<file path="config.mk">
export PLATFORM = sky130hd
export DESIGN_NAME = sha256_digest_engine
export DESIGN_NICKNAME = d
export VERILOG_FILES = /design/src/rtl/sde_pkg.sv /design/src/rtl/sde_core.sv /design/src/rtl/sha256_digest_engine.sv
export SDC_FILE = /design/constraint.sdc
export NUM_CORES = 2
export LEC_CHECK = 0
export BUFFER_PORTS_ARGS = -buffer_cell sky130_fd_sc_hd__buf_2
export CAP_MARGIN = 30
export CORE_MARGIN = 2
export CORE_UTILIZATION = 50
export DETAILED_ROUTE_END_ITERATION = 16
export GPL_TIMING_DRIVEN = 0
export PLACE_DENSITY = 0.73
export SLEW_MARGIN = 20
export SYNTH_ARGS = -nofsm -noshare
export SYNTH_HDL_FRONTEND = slang
export SYNTH_SLANG_ARGS = --single-unit
export TNS_END_PERCENT = 5
</file>
<file path="constraint.sdc">
create_clock -name i_clk -period 20 [get_ports i_clk]
set_clock_uncertainty 0.15 [all_clocks]
set_input_delay 6 -clock i_clk [delete_from_list [all_inputs] [get_ports i_clk]]
set_output_delay 6 -clock i_clk [all_outputs]
set_load 0.005 [all_outputs]
</file>
<file path="src/rtl/sde_pkg.sv">
// shared types, constants and round functions for the sha-256 digest engine
// no dependencies; used by sde_core and sha256_digest_engine
package sde_pkg;

    typedef struct packed {
        logic [7:0] byte_value;
        logic       has_byte;
        logic       last_byte;
    } t_in_beat;

    typedef struct packed {
        logic [31:0] digest_word;
        logic        word_last;
    } t_out_beat;

    typedef enum logic [2:0] {
        S_IDLE,
        S_PAD,
        S_ROUND,
        S_FOLD,
        S_OUT
    } t_state;

    typedef struct packed {
        logic       push;
        logic [7:0] push_byte;
        logic       start;
        logic       round;
        logic [5:0] round_idx;
        logic       fold;
        logic       reinit;
        logic [2:0] word_sel;
    } t_core_ctl;

    localparam logic [7:0] PAD_MARK  = 8'h80;
    localparam logic [7:0] PAD_ZERO  = 8'h00;
    localparam logic [5:0] FILL_LAST = 6'd63;
    localparam logic [5:0] FILL_LEN  = 6'd56;
    localparam logic [5:0] ROUND_LAST = 6'd63;
    localparam logic [2:0] WORD_LAST = 3'd7;
    localparam logic [2:0] LEN_LAST  = 3'd7;

    localparam logic [31:0] INIT_HASH [8] = '{
        32'h6A09E667, 32'hBB67AE85, 32'h3C6EF372, 32'hA54FF53A,
        32'h510E527F, 32'h9B05688C, 32'h1F83D9AB, 32'h5BE0CD19
    };

    localparam logic [31:0] ROUND_K [64] = '{
        32'h428A2F98, 32'h71374491, 32'hB5C0FBCF, 32'hE9B5DBA5,
        32'h3956C25B, 32'h59F111F1, 32'h923F82A4, 32'hAB1C5ED5,
        32'hD807AA98, 32'h12835B01, 32'h243185BE, 32'h550C7DC3,
        32'h72BE5D74, 32'h80DEB1FE, 32'h9BDC06A7, 32'hC19BF174,
        32'hE49B69C1, 32'hEFBE4786, 32'h0FC19DC6, 32'h240CA1CC,
        32'h2DE92C6F, 32'h4A7484AA, 32'h5CB0A9DC, 32'h76F988DA,
        32'h983E5152, 32'hA831C66D, 32'hB00327C8, 32'hBF597FC7,
        32'hC6E00BF3, 32'hD5A79147, 32'h06CA6351, 32'h14292967,
        32'h27B70A85, 32'h2E1B2138, 32'h4D2C6DFC, 32'h53380D13,
        32'h650A7354, 32'h766A0ABB, 32'h81C2C92E, 32'h92722C85,
        32'hA2BFE8A1, 32'hA81A664B, 32'hC24B8B70, 32'hC76C51A3,
        32'hD192E819, 32'hD6990624, 32'hF40E3585, 32'h106AA070,
        32'h19A4C116, 32'h1E376C08, 32'h2748774C, 32'h34B0BCB5,
        32'h391C0CB3, 32'h4ED8AA4A, 32'h5B9CCA4F, 32'h682E6FF3,
        32'h748F82EE, 32'h78A5636F, 32'h84C87814, 32'h8CC70208,
        32'h90BEFFFA, 32'hA4506CEB, 32'hBEF9A3F7, 32'hC67178F2
    };

    function automatic logic [31:0] rotr(input logic [31:0] v, input int unsigned n);
        rotr = (v >> n) | (v << (32 - n));
    endfunction

    function automatic logic [31:0] big_sig0(input logic [31:0] v);
        big_sig0 = rotr(v, 2) ^ rotr(v, 13) ^ rotr(v, 22);
    endfunction

    function automatic logic [31:0] big_sig1(input logic [31:0] v);
        big_sig1 = rotr(v, 6) ^ rotr(v, 11) ^ rotr(v, 25);
    endfunction

    function automatic logic [31:0] sml_sig0(input logic [31:0] v);
        sml_sig0 = rotr(v, 7) ^ rotr(v, 18) ^ (v >> 3);
    endfunction

    function automatic logic [31:0] sml_sig1(input logic [31:0] v);
        sml_sig1 = rotr(v, 17) ^ rotr(v, 19) ^ (v >> 10);
    endfunction

endpackage

</file>
<file path="src/rtl/sde_core.sv">
// sha-256 datapath: block buffer / rolling schedule, working variables, chain values
// depends on sde_pkg; sequenced by sha256_digest_engine
module sde_core (
    input  logic              i_clk,
    input  logic              i_rst_n,
    input  sde_pkg::t_core_ctl i_ctl,
    output logic [31:0]       o_word
);
    import sde_pkg::*;

    logic [31:0] r_sched [16];
    logic [31:0] r_vars  [8];
    logic [31:0] r_chain [8];

    logic [31:0] w_new;
    logic [31:0] t1;
    logic [31:0] t2;
    logic [31:0] ch;
    logic [31:0] maj;

    // window holds w[r] .. w[r+15]; append w[r+16] each round
    assign w_new = sml_sig1(r_sched[14]) + r_sched[9] + sml_sig0(r_sched[1]) + r_sched[0];

    assign ch  = (r_vars[4] & r_vars[5]) ^ (~r_vars[4] & r_vars[6]);
    assign maj = (r_vars[0] & r_vars[1]) ^ (r_vars[0] & r_vars[2]) ^ (r_vars[1] & r_vars[2]);
    assign t1  = r_vars[7] + big_sig1(r_vars[4]) + ch + ROUND_K[i_ctl.round_idx] + r_sched[0];
    assign t2  = big_sig0(r_vars[0]) + maj;

    // byte fill shifts the whole 512-bit buffer left by one byte
    always_ff @(posedge i_clk) begin
        if (i_ctl.push) begin
            for (int j = 0; j < 15; j++) begin
                r_sched[j] <= {r_sched[j][23:0], r_sched[j+1][31:24]};
            end
            r_sched[15] <= {r_sched[15][23:0], i_ctl.push_byte};
        end else if (i_ctl.round) begin
            for (int j = 0; j < 15; j++) begin
                r_sched[j] <= r_sched[j+1];
            end
            r_sched[15] <= w_new;
        end
    end

    always_ff @(posedge i_clk) begin
        if (i_ctl.start) begin
            r_vars <= r_chain;
        end else if (i_ctl.round) begin
            r_vars[7] <= r_vars[6];
            r_vars[6] <= r_vars[5];
            r_vars[5] <= r_vars[4];
            r_vars[4] <= r_vars[3] + t1;
            r_vars[3] <= r_vars[2];
            r_vars[2] <= r_vars[1];
            r_vars[1] <= r_vars[0];
            r_vars[0] <= t1 + t2;
        end
    end

    always_ff @(posedge i_clk) begin
        if (!i_rst_n || i_ctl.reinit) begin
            r_chain <= INIT_HASH;
        end else if (i_ctl.fold) begin
            for (int j = 0; j < 8; j++) begin
                r_chain[j] <= r_chain[j] + r_vars[j];
            end
        end
    end

    assign o_word = r_chain[i_ctl.word_sel];

endmodule

</file>
<file path="src/rtl/sha256_digest_engine.sv">
// sha-256 message digest engine, one message byte per input beat
// usage: push bytes on the input channel, mark the final beat with last_byte
// (has_byte may be 0 on that beat to end without a byte, e.g. empty message)
// input beat: byte_value, has_byte, last_byte; output beat: digest_word, word_last
// a byte beat is taken whenever the engine is idle; the 64th byte of a block starts the
// compression: 64 rounds at one round per cycle, then a fold into the chain values, and
// o_in_stall stays high from the 64th byte until the fold is done
// on the last beat the engine appends 0x80, zero fill and the 64-bit bit
// length, one byte per cycle except while a compression runs; padding may run one or two
// compressions, then presents eight digest beats, h0 first, word_last on h7
// the first digest beat comes once the padding pushes and their compressions are done
// input is stalled from the last beat until the eighth digest beat is taken
// a stall on the output holds the current digest beat unchanged
// reset (synchronous, active low) loads the standard initial hash values and
// clears the byte count and bit length; the engine returns to that state by
// itself after each digest
// depends on sde_pkg and sde_core
module sha256_digest_engine (
    input  logic               i_clk,
    input  logic               i_rst_n,
    input  logic               i_in_valid,
    output logic               o_in_stall,
    input  sde_pkg::t_in_beat  i_in_data,
    output logic               o_out_valid,
    input  logic               i_out_stall,
    output sde_pkg::t_out_beat o_out_data
);
    import sde_pkg::*;

    t_state    r_state;
    t_state    n_state;
    t_core_ctl ctl;

    logic [5:0]  r_fill;
    logic [5:0]  n_fill;
    logic [63:0] r_bitlen;
    logic [63:0] n_bitlen;
    logic [5:0]  r_round;
    logic [5:0]  n_round;
    logic [2:0]  r_out_idx;
    logic [2:0]  n_out_idx;
    logic [2:0]  r_len_idx;
    logic [2:0]  n_len_idx;
    logic        r_padding;
    logic        n_padding;
    logic        r_mark_done;
    logic        n_mark_done;
    logic        r_len_phase;
    logic        n_len_phase;
    logic        r_pad_done;
    logic        n_pad_done;

    logic        in_acc;
    logic        out_acc;
    logic        in_len;
    logic        msg_done;
    logic [63:0] len_shift;
    logic [7:0]  pad_byte;
    logic [31:0] core_word;

    assign in_acc   = i_in_valid && !o_in_stall;
    assign out_acc  = o_out_valid && !i_out_stall;
    assign msg_done = out_acc && (r_out_idx == WORD_LAST);

    // length bytes go out big-endian once the fill reaches byte 56
    assign in_len    = r_mark_done && (r_len_phase || (r_fill == FILL_LEN));
    assign len_shift = r_bitlen >> {~r_len_idx, 3'b000};

    always_comb begin
        if (!r_mark_done) begin
            pad_byte = PAD_MARK;
        end else if (in_len) begin
            pad_byte = len_shift[7:0];
        end else begin
            pad_byte = PAD_ZERO;
        end
    end

    // next state
    always_comb begin
        n_state = r_state;
        unique case (r_state)
            S_IDLE: begin
                if (in_acc) begin
                    if (i_in_data.has_byte && (r_fill == FILL_LAST)) begin
                        n_state = S_ROUND;
                    end else if (i_in_data.last_byte) begin
                        n_state = S_PAD;
                    end
                end
            end
            S_PAD: begin
                if (r_fill == FILL_LAST) begin
                    n_state = S_ROUND;
                end
            end
            S_ROUND: begin
                if (r_round == ROUND_LAST) begin
                    n_state = S_FOLD;
                end
            end
            S_FOLD: begin
                if (r_pad_done) begin
                    n_state = S_OUT;
                end else if (r_padding) begin
                    n_state = S_PAD;
                end else begin
                    n_state = S_IDLE;
                end
            end
            S_OUT: begin
                if (msg_done) begin
                    n_state = S_IDLE;
                end
            end
            default: n_state = S_IDLE;
        endcase
    end

    // outputs and datapath control
    always_comb begin
        o_in_stall      = (r_state != S_IDLE);
        o_out_valid     = (r_state == S_OUT);
        ctl.push        = (in_acc && i_in_data.has_byte) || (r_state == S_PAD);
        ctl.push_byte   = (r_state == S_PAD) ? pad_byte : i_in_data.byte_value;
        ctl.start       = ctl.push && (r_fill == FILL_LAST);
        ctl.round       = (r_state == S_ROUND);
        ctl.round_idx   = r_round;
        ctl.fold        = (r_state == S_FOLD);
        ctl.reinit      = msg_done;
        ctl.word_sel    = r_out_idx;
        o_out_data.digest_word = core_word;
        o_out_data.word_last   = (r_out_idx == WORD_LAST);
    end

    // counters and padding progress
    always_comb begin
        n_fill      = r_fill;
        n_bitlen    = r_bitlen;
        n_round     = (r_state == S_ROUND) ? r_round + 6'd1 : '0;
        n_out_idx   = r_out_idx;
        n_len_idx   = r_len_idx;
        n_padding   = r_padding;
        n_mark_done = r_mark_done;
        n_len_phase = r_len_phase;
        n_pad_done  = r_pad_done;
        if (ctl.push) begin
            n_fill = r_fill + 6'd1;
        end
        if (in_acc && i_in_data.has_byte) begin
            n_bitlen = r_bitlen + 64'd8;
        end
        if (in_acc && i_in_data.last_byte) begin
            n_padding = 1'b1;
        end
        if (r_state == S_PAD) begin
            if (!r_mark_done) begin
                n_mark_done = 1'b1;
            end else if (in_len) begin
                n_len_phase = 1'b1;
                n_len_idx   = r_len_idx + 3'd1;
                if (r_len_idx == LEN_LAST) begin
                    n_pad_done = 1'b1;
                end
            end
        end
        if (out_acc) begin
            n_out_idx = r_out_idx + 3'd1;
        end
        // digest fully delivered: back to the reset state
        if (msg_done) begin
            n_fill      = '0;
            n_bitlen    = '0;
            n_out_idx   = '0;
            n_len_idx   = '0;
            n_padding   = 1'b0;
            n_mark_done = 1'b0;
            n_len_phase = 1'b0;
            n_pad_done  = 1'b0;
        end
    end

    always_ff @(posedge i_clk) begin
        if (!i_rst_n) begin
            r_state     <= S_IDLE;
            r_fill      <= '0;
            r_bitlen    <= '0;
            r_round     <= '0;
            r_out_idx   <= '0;
            r_len_idx   <= '0;
            r_padding   <= 1'b0;
            r_mark_done <= 1'b0;
            r_len_phase <= 1'b0;
            r_pad_done  <= 1'b0;
        end else begin
            r_state     <= n_state;
            r_fill      <= n_fill;
            r_bitlen    <= n_bitlen;
            r_round     <= n_round;
            r_out_idx   <= n_out_idx;
            r_len_idx   <= n_len_idx;
            r_padding   <= n_padding;
            r_mark_done <= n_mark_done;
            r_len_phase <= n_len_phase;
            r_pad_done  <= n_pad_done;
        end
    end

    sde_core u_core (
        .i_clk   (i_clk),
        .i_rst_n (i_rst_n),
        .i_ctl   (ctl),
        .o_word  (core_word)
    );

`ifndef SYNTHESIS
    // a compression always runs all 64 rounds back to back
    a_rounds_run: assert property (@(posedge i_clk) disable iff (!i_rst_n)
        (r_state == S_ROUND) && (r_round != ROUND_LAST) |=> (r_state == S_ROUND))
        else $error("compression left early");

    // a block boundary during fill always starts a compression
    a_block_compress: assert property (@(posedge i_clk) disable iff (!i_rst_n)
        ctl.push && (r_fill == FILL_LAST) |=> (r_state == S_ROUND) && (r_round == '0))
        else $error("full block not compressed");

    // digest beats only after the length bytes are in
    a_out_after_pad: assert property (@(posedge i_clk) disable iff (!i_rst_n)
        o_out_valid |-> r_pad_done && (r_fill == '0))
        else $error("digest presented before padding finished");

    // last digest beat taken returns the engine to idle
    a_back_idle: assert property (@(posedge i_clk) disable iff (!i_rst_n)
        out_acc && o_out_data.word_last |=> !o_out_valid && !o_in_stall)
        else $error("engine did not return to idle after digest");
`endif

endmodule
</file>
==> flow_summary.json <==
{
  "post_synth_inst_count": 8341,
  "vias_per_cell": 6.21,
  "postSynth.asyncResetShare_pct": 0,
  "synth_ff_type": "sky130_fd_sc_hd__edfxtp_1",
  "layout.cells.most_common": "sky130_fd_sc_hd__nand2_1",
  "nets": 9171,
  "setup.worst_path.end_class": "flop",
  "insertion_delay_ns": 0.81,
  "post_route_worst_setup_slack_ns": 6.85,
  "port_buffers": 48,
  "worstMarginPinSlew_ns": 1.13,
  "die_area_sq_um": 151000,
  "power_density_nw_per_um2": 127,
  "avgRoutedWirePerCell_microns": 26.9,
  "timing.fmax_mhz": 76.0,
  "clock_tree.buffer_depth": 3,
  "first_global_vias": 62300,
  "maximum_number_of_pins_on_one_net_before_global_route_repair": 61,
  "number_of_cell_rows": 141,
  "area_growth_syn_to_layout_pct": 10.2,
  "floorplan.initialDensity_pct": 50.3,
  "core_sq_um": 147000,
  "mostFrequentLayoutCells": "sky130_fd_sc_hd__nand2_1, sky130_fd_sc_hd__edfxtp_1, sky130_fd_sc_hd__a21oi_1",
  "data_required_time_at_the_worst_endpoint_ns": 20.49,
  "number_of_levels_the_h_tree_was_split_into": 3,
  "finalCoreUtilization_pct": 55.4,
  "power.leakage_nw": 33.6,
  "postCtsHoldBufs": 0,
  "ys_top_cells_by_area": "sky130_fd_sc_hd__edfxtp_1, sky130_fd_sc_hd__nand2_1, sky130_fd_sc_hd__dfxtp_1",
  "root_buffer": "sky130_fd_sc_hd__clkbuf_16",
  "grt_pass1_wl_microns": 411000,
  "total_of_warnings_raised_by_yosys": 0,
  "period_needed_ns": 13.15,
  "io_pins": 49,
  "post-synth-top-area-cell": "sky130_fd_sc_hd__edfxtp_1",
  "post_route_cells_drive_above_1_share_pct": 5.66,
  "worst-path-max-fanout": 13,
  "grt_util_all_layers_pct": 36.9,
  "ys_seq_elements": 1110,
  "run_status": "complete, no violations",
  "ir_worst_vdd_uv": 138,
  "post_route_clock_period_utilization_pct": 65.8,
  "ant_nets": 0,
  "detailedRoute.firstIterationViolations": 8526,
  "max-slew-margin-rel_pct": 24.5,
  "gp_routability_congestion": 1.04,
  "number_of_flops_mapped_to_enable_cells_by_yosys": 768,
  "detail_route.wirelength_microns": 286000,
  "cts.sinks": 1110,
  "yosysTopAreaCellShare_pct": 31.1,
  "floorplan.die.width_microns": 389,
  "detailedRoute.firstPassIterationCount": 9,
  "numCtsBuffers": 121,
  "post_synth_instance_area_sq_um": 74200,
  "critical_path_startpoint_category": "flop",
  "grt_overflow": 0,
  "clkTransAtPathRegs_ns": 0.07,
  "filler_cell_count": 13300,
  "criticalPathCategory": "flop to flop",
  "maxCapViolCount": 0,
  "cts_tree": "done",
  "cpPeakStageDelay_ns": 0.63,
  "synth.avg_cell_area_sq_um": 8.89,
  "finalSetupViolCount": 0,
  "num_vias": 65900,
  "path_type_of_the_worst_min_delay_path": "flop to flop",
  "synth.net_count": 8950,
  "post-layout-total-power_mw": 10.4,
  "cts_repair_resize_count": 0,
  "grt_setup_unrepaired": "false",
  "finalMaxSlewViolations": 0,
  "finalHoldViolations": 0,
  "synth.yosys.seq_area_share_pct": 40.3,
  "hpwlAfterDp_microns": 220000,
  "cp.arrival_ns": 13.64,
  "slowest_stage": "sky130_fd_sc_hd__xor2_1",
  "drc_markers": 0,
  "dpl_worst_slack_ns": 7.39,
  "netlist-cell-type-count": 88,
  "grt_antenna_before_repair": 9,
  "post-cts-setup-buffer-count": 0,
  "chipHeight_microns": 389
}
-- layer usage --
layer	up-vias	track usage (%)	share of wire, %
met5	-	0	0.011
met4	4	23.9	7.6
met3	893	7.04	10
met2	3979	55.8	43
met1	31800	48.4	39
li1	29200	-	-
-- report_power, final --
group / switching, mW / internal (mW)
sequential: 0.196 / 2.96
combinational: 3.00 / 1.88
clock: 1.04 / 1.32
-- sequential cells by signal (all words and copies together), names as in the netlist --
register,flops
r_bitlen,61
r_fill,6
r_len_idx,3
r_len_phase,1
r_mark_done,1
r_out_idx,3
r_pad_done,1
r_padding,1
r_round,6
r_state,3
u_core.r_chain,256
u_core.r_sched,512
u_core.r_vars,256
-- kinds of logic (layout without fill, tap and decap cells) --
family	after synthesis	after routing	synth area share, %
other	0	6	0
buffers and inverters	748	1069	3.80
adder cells (fa/ha/maj)	617	617	12.3
flip-flops	1110	1110	40.3
AND/OR/NAND/NOR	3436	3436	18.9
multiplexers	158	158	3.58
AO/OA/AOI/OAI	1657	1657	13.8
XOR/XNOR	615	615	7.26
-- area by class of cell --
cell class | instances | area [sq um] | share of cell area (%)
Multi-Input combinational cell | 6483 | 41500 | 50.8
Sequential cell | 1110 | 29900 | 36.6
Clock buffer | 158 | 3290 | 4.03
Tap cell | 1930 | 2410 | 2.95
Buffer | 475 | 1820 | 2.23
Inverter | 273 | 1020 | 1.25
Timing Repair Buffer | 98 | 993 | 1.22
Clock inverter | 65 | 773 | 0.946
Antenna cell | 6 | 15.0 | 0.0184
-- stage by stage --
stage                     TNS [ns]  instance area (sq um)  hold WS [ns]  instances
after detailed placement         0                  77600         0.311      10400
after floorplan                  0                  74200         0.288       8341
after global routing             0                  81700         0.350      10600
final                            0                  81700         0.326      10600
after global placement    -2334.77                  76800         0.306      10300
after CTS                        0                  81600         0.327      10600
-- synth_stat cells (all sizes together) (54+ instances only) --
cell    number
nand2     2584
edfxtp     768
a21oi      560
clkbuf     428
o21ai      409
ha         400
xnor2      393
nor2       355
dfxtp      342
inv        272
xor2       222
fa         195
a21o       175
nand3      113
o211ai     101
mux4        79
nor3        72
mux2        66
a211oi      64
nand2b      57
and3        55
nor2b       54
-- worst paths after layout --
| kind | from | to | slack (ns) | cells past startpoint |
|---|---|---|---|---|
| hold / removal | r_len_phase$_SDFFE_PP0P_ | r_len_phase$_SDFFE_PP0P_ | 0.33 | 2 |
| setup / recovery | r_round[1]$_SDFF_PN0_ | u_core.r_vars[253]$_DFFE_PP_ | 6.85 | 36 |
| hold reg to reg | r_len_phase$_SDFFE_PP0P_ | r_len_phase$_SDFFE_PP0P_ | 0.33 | 2 |
| setup reg to reg | r_round[1]$_SDFF_PN0_ | u_core.r_vars[253]$_DFFE_PP_ | 6.85 | 36 |
-- critical path, delay by kind of cell, from the launching register on --
kind	cells	cell delay, ns
buffers and inverters	6	1.70
adder cells (fa/ha/maj)	8	3.54
AND/OR/NAND/NOR	6	1.92
XOR/XNOR	1	0.63
AO/OA/AOI/OAI	15	4.51
flip-flops	1	0.54
No activity file was read; power rests on OpenSTA's default activity.
